## config.mk

```make
export PLATFORM = sky130hd
export DESIGN_NAME = pps_mod_unit
export DESIGN_NICKNAME = d
export VERILOG_FILES = /design/src/design/pps_pkg.sv /design/src/design/pps_mod_unit.sv
export SDC_FILE = /design/constraint.sdc
export NUM_CORES = 1
export LEC_CHECK = 0
export BUFFER_PORTS_ARGS = -buffer_cell sky130_fd_sc_hd__buf_4
export CAP_MARGIN = 20
export CORE_ASPECT_RATIO = 0.7
export CORE_MARGIN = 1
export CORE_UTILIZATION = 35
export DETAILED_ROUTE_END_ITERATION = 16
export SYNTH_ARGS = -nofsm -noshare
export SYNTH_HDL_FRONTEND = slang
export SYNTH_SLANG_ARGS = --single-unit
```

## constraint.sdc

```tcl
create_clock -name clk -period 4.6 [get_ports clk]
set_clock_uncertainty 0.05 [all_clocks]
set_input_delay 0.23 -clock clk [delete_from_list [all_inputs] [get_ports clk]]
set_output_delay 0.23 -clock clk [all_outputs]
set_load 0.05 [all_outputs]
```

## src/design/pps_pkg.sv

```systemverilog
`default_nettype none

package pps_pkg;

	localparam int START_W = 32;
	localparam int COUNT_W = 7;
	localparam int PRIME_W = 32;

	localparam int SMALLEST_PRIME = 2;
	localparam int SECOND_PRIME   = 3;
	localparam int FIRST_DIV      = 5;
	localparam int DIV_STEP       = 6;
	localparam int PAIR_OFFSET    = 2;

	typedef enum logic [2:0] {
		ST_IDLE,
		ST_CAND,
		ST_MOD3,
		ST_CHK,
		ST_MODA,
		ST_MODB,
		ST_EMIT
	} pps_state_t;

	typedef struct packed {
		logic done;
		logic zero;
	} mod_stat_t;

endpackage

`default_nettype wire

```

## src/design/pps_mod_unit.sv

```systemverilog
`default_nettype none

module pps_mod_unit
	import pps_pkg::*;
#(
	parameter int VALUE_BITS = 32,
	parameter int DIV_BITS   = 18
) (
	input  wire logic                  clk,
	input  wire logic                  arst_n,
	input  wire logic                  start,
	input  wire logic [VALUE_BITS-1:0] dividend,
	input  wire logic [DIV_BITS-1:0]   divisor,
	output mod_stat_t                  stat
);

	localparam int CNT_W = $clog2(VALUE_BITS);

	logic                  busy_q;
	logic                  done_q;
	logic                  zero_q;
	logic [CNT_W-1:0]      cnt_q;
	logic [VALUE_BITS-1:0] num_q;
	logic [DIV_BITS-1:0]   div_q;
	logic [DIV_BITS-1:0]   rem_q;
	logic [DIV_BITS:0]     trial;
	logic [DIV_BITS:0]     rem_next;
	logic                  last_step;

	always_comb begin
		trial     = {rem_q, num_q[VALUE_BITS-1]};
		rem_next  = (trial >= {1'b0, div_q}) ? trial - {1'b0, div_q} : trial;
		last_step = (cnt_q == CNT_W'(VALUE_BITS - 1));
	end

	always_ff @(posedge clk or negedge arst_n) begin
		if (!arst_n) begin
			busy_q <= 1'b0;
			done_q <= 1'b0;
		end else begin
			done_q <= 1'b0;
			if (start) begin
				busy_q <= 1'b1;
			end else if (busy_q && last_step) begin
				busy_q <= 1'b0;
				done_q <= 1'b1;
			end
		end
	end

	always_ff @(posedge clk) begin
		if (start) begin
			num_q <= dividend;
			div_q <= divisor;
			rem_q <= '0;
			cnt_q <= '0;
		end else if (busy_q) begin
			num_q <= {num_q[VALUE_BITS-2:0], 1'b0};
			rem_q <= rem_next[DIV_BITS-1:0];
			cnt_q <= cnt_q + CNT_W'(1);
			if (last_step) begin
				zero_q <= (rem_next == '0);
			end
		end
	end

	assign stat.done = done_q;
	assign stat.zero = zero_q;

endmodule

`default_nettype wire

```

==> flow_summary.json <==
{
  "ys.flop_type": "edfxtp_1",
  "critical_path.most_common_cell": "inv_1",
  "worstPathArrival_ps": 3480,
  "syn_inst": 374,
  "fin_crit_ps": 3430,
  "design.core.area_um2": 11700,
  "synth_top_area_cell": "edfxtp_1",
  "grt_pass1_vias": 3029,
  "clockRootBuffer": "clkbuf_16",
  "combPwrFrac": 0.422,
  "htree_levels": 3,
  "synth.top_cell.area_share": 0.364,
  "die_h_um": 93.7,
  "post-route-drc-count": 0,
  "max-vdd-ir-drop_mv": 0.243,
  "power_density_nw_per_um2": 576,
  "max_slew_margin": 0.659,
  "hold_class": "input pin to register",
  "outcome": "complete, no violations",
  "worstMarginPinSlew_ps": 511,
  "cp_slowest_cell": "a311o_2",
  "fin_nets": 500,
  "port_buffers": 54,
  "yosysWarnings": 0,
  "via_per_inst": 5.03,
  "rsz0062_at_grt": "no",
  "pwr-share-seq": 0.326,
  "stdcell_area_um2": 5100,
  "grt_usage": 0.159,
  "synth_seq_cells": 76,
  "wl_per_cell_um": 15.6,
  "dp_hpwl_mm": 6.67,
  "cp_max_fo": 4,
  "num_vias": 2957,
  "hold_ws_ps": 17.9,
  "final_util": 0.437,
  "first_pass_iters": 4,
  "drt_iter0_markers": 242,
  "ys_types": 59,
  "cts_inserted_buffers": 9,
  "dieArea_um2": 12500,
  "slowest_delay_ps": 440,
  "finalCritPeriodShare": 0.745,
  "antenna_found_initial": 0,
  "grt_pass1_wl_mm": 15.2,
  "max_freq_mhz": 292,
  "clock_latency_ps": 340,
  "place_congestion": 0.859,
  "ant_nets": 0,
  "async_flop_share": 0.0263,
  "path_class": "register to register",
  "drive_gt1_frac": 0.276,
  "wl_mm": 9.17,
  "syn_to_final_growth_pct": 21.4,
  "setup_tns_ps": 0,
  "cts.sinks": 76,
  "required_ps": 4650,
  "hold_viol": 0,
  "placed_area_um2": 4730,
  "overflow": 0,
  "leakage_nw": 2.18,
  "clockBufferDepth": 2,
  "swShare": 0.368,
  "grt_max_degree": 44,
  "path_cells": "inv_1, ha_1, inv_1, fa_1, a21o_1, a311o_2, a31oi_4, o21bai_2, o41a_1, or3_1, a31o_1, and4_1",
  "yosys-top-cells-count": "edfxtp_1, nor2_1, mux2_2, inv_1, dfxtp_1",
  "start_kind": "register",
  "rows": 33,
  "synth_nets": 448,
  "p_clk_frac": 0.253,
  "endpoint_kind": "register",
  "cts_tree": "done",
  "syn_avg_cell_area_um2": 11.2,
  "cap_violations": 0,
  "yosysSeqAreaShare": 0.486,
  "synth.area.top_cells": "edfxtp_1, dfxtp_1, mux2_2",
  "yosysMostFrequentCell": "edfxtp_1",
  "intPower_w": 0.00186,
  "clk_pin_slew_worst_paths_ps": 70,
  "synth-edff-count": 51,
  "drv_slew": 0,
  "syn_area_um2": 4200,
  "n_fill_cell": 1126,
  "setup_viol": 0,
  "antenna_cells_inserted": 0,
  "num_io_pins": 55,
  "initial_core_util": 0.360,
  "die_x_um": 133,
  "power_switching_w": 0.00108
}
worst paths after layout:
| path | from | to | slack (ps) | cells after the start |
|---|---|---|---|---|
| min in group asynchronous | arst_n | busy_q$_DFFE_PN0P_ | 160 | 2 |
| worst min-delay path | divisor[12] | div_q[12]$_DFFE_PP_ | 20 | 1 |
| worst max-delay path | num_q[31]$_DFFE_PP_ | zero_q$_DFFE_PP_ | 1170 | 12 |
| worst max register to register | num_q[31]$_DFFE_PP_ | zero_q$_DFFE_PP_ | 1170 | 12 |
| worst min register to register | cnt_q[3]$_SDFFE_PP0P_ | cnt_q[3]$_SDFFE_PP0P_ | 460 | 2 |
| max in group asynchronous | arst_n | done_q$_DFF_PN0_ | 4250 | 2 |
power groups by stage:
stage	logic [W]	clock network, W	registers (W)
after floorplan	0.000985	0	0.000922
after global placement	0.00121	0	0.000968
after detailed placement	0.00122	0	0.000970
after CTS	0.00123	0.000765	0.000956
after global routing	0.00135	0.000783	0.000970
final	0.00124	0.000742	0.000956
flip-flops by register name, summed over array words and instances, names as in the netlist:
| name | flops |
|---|---|
| done_q | 1 |
| cnt_q | 5 |
| num_q | 32 |
| zero_q | 1 |
| busy_q | 1 |
| div_q | 18 |
| rem_q | 18 |
cells in the final DEF, fill, tap and decap left out, types with 2 or more instances in the layout:
cell           netlist  layout
o21a_1               2       2
buf_4                3      58
clkbuf_16            0       9
nor2_1              35      35
nor2b_1              2       2
nand3_1              6       6
a21o_1               8       8
nand3b_1             2       2
dlygate4sd3_1        0       3
a211oi_1            15      15
dfrtp_1              2       2
xor2_1               5       5
xnor2_1             11      11
nor4_1               4       4
nand4_1              5       5
nand2b_1             5       5
and3b_1              2       2
edfxtp_1            51      51
inv_1               26      26
nor3_1               6       6
o211ai_1             2       2
ha_1                20      20
or4_2                2       2
inv_6                0       5
a211o_1              2       2
or4_1                2       2
dfxtp_1             23      23
a41oi_1              2       2
mux2_2              34      34
a21oi_1             15      15
mux2i_1             19      19
and3_1               2       2
o21ai_0              7       7
nand2_1             13      13
cell type report:
cell class	count	area, um2	share of cell area
sequential	76	2040	0.400
multi-input combinational	251	1960	0.385
timing repair buffer	62	493	0.0966
clock buffer	9	225	0.0441
tap	157	196	0.0385
inverter	26	97.6	0.0191
clock inverter	7	85.1	0.0167
worst max-delay path, delay by kind of cell (launching register included):
kind | cells | cell delay [ps]
AOI/OAI and AO/OA | 6 | 1560
adders and majority gates | 2 | 580
and+or+nand+nor | 2 | 480
DFF | 1 | 410
buffers and inverters | 2 | 140
layer usage:
layer	GRT usage	up-vias	routed length, um
met2	0.229	82	3870
met4	0.0498	0	67
li1	-	1481	-
met1	0.223	1388	4690
met5	0	-	0
met3	0.0512	6	547
logic make-up (layout without fill, tap and decap cells):
logic type,count (synthesis),after routing,synth area share
compound gates,69,69,0.121
mux,53,53,0.136
flops,76,76,0.486
simple gates,92,92,0.110
fa+ha+maj,21,21,0.0643
xor+xnor,16,16,0.0333
buf+inv,47,104,0.0494
through the flow:
stage	power (W)	cells	worst slack, ps
2_1_floorplan	0.00191	374	1440
3_3_place_gp	0.00217	568	1290
3_5_place_dp	0.00219	568	1220
4_1_cts	0.00295	587	1180
5_1_grt	0.00311	588	1030
6_report	0.00294	588	1170
timing repair:
item | CTS | global route
hold buffers | 3 | 0
gates resized for setup | 0 | 0
buffers inserted | 0 | 0
hold endpoints to repair | 4 | 0
No activity file was read; power rests on OpenSTA's default activity.
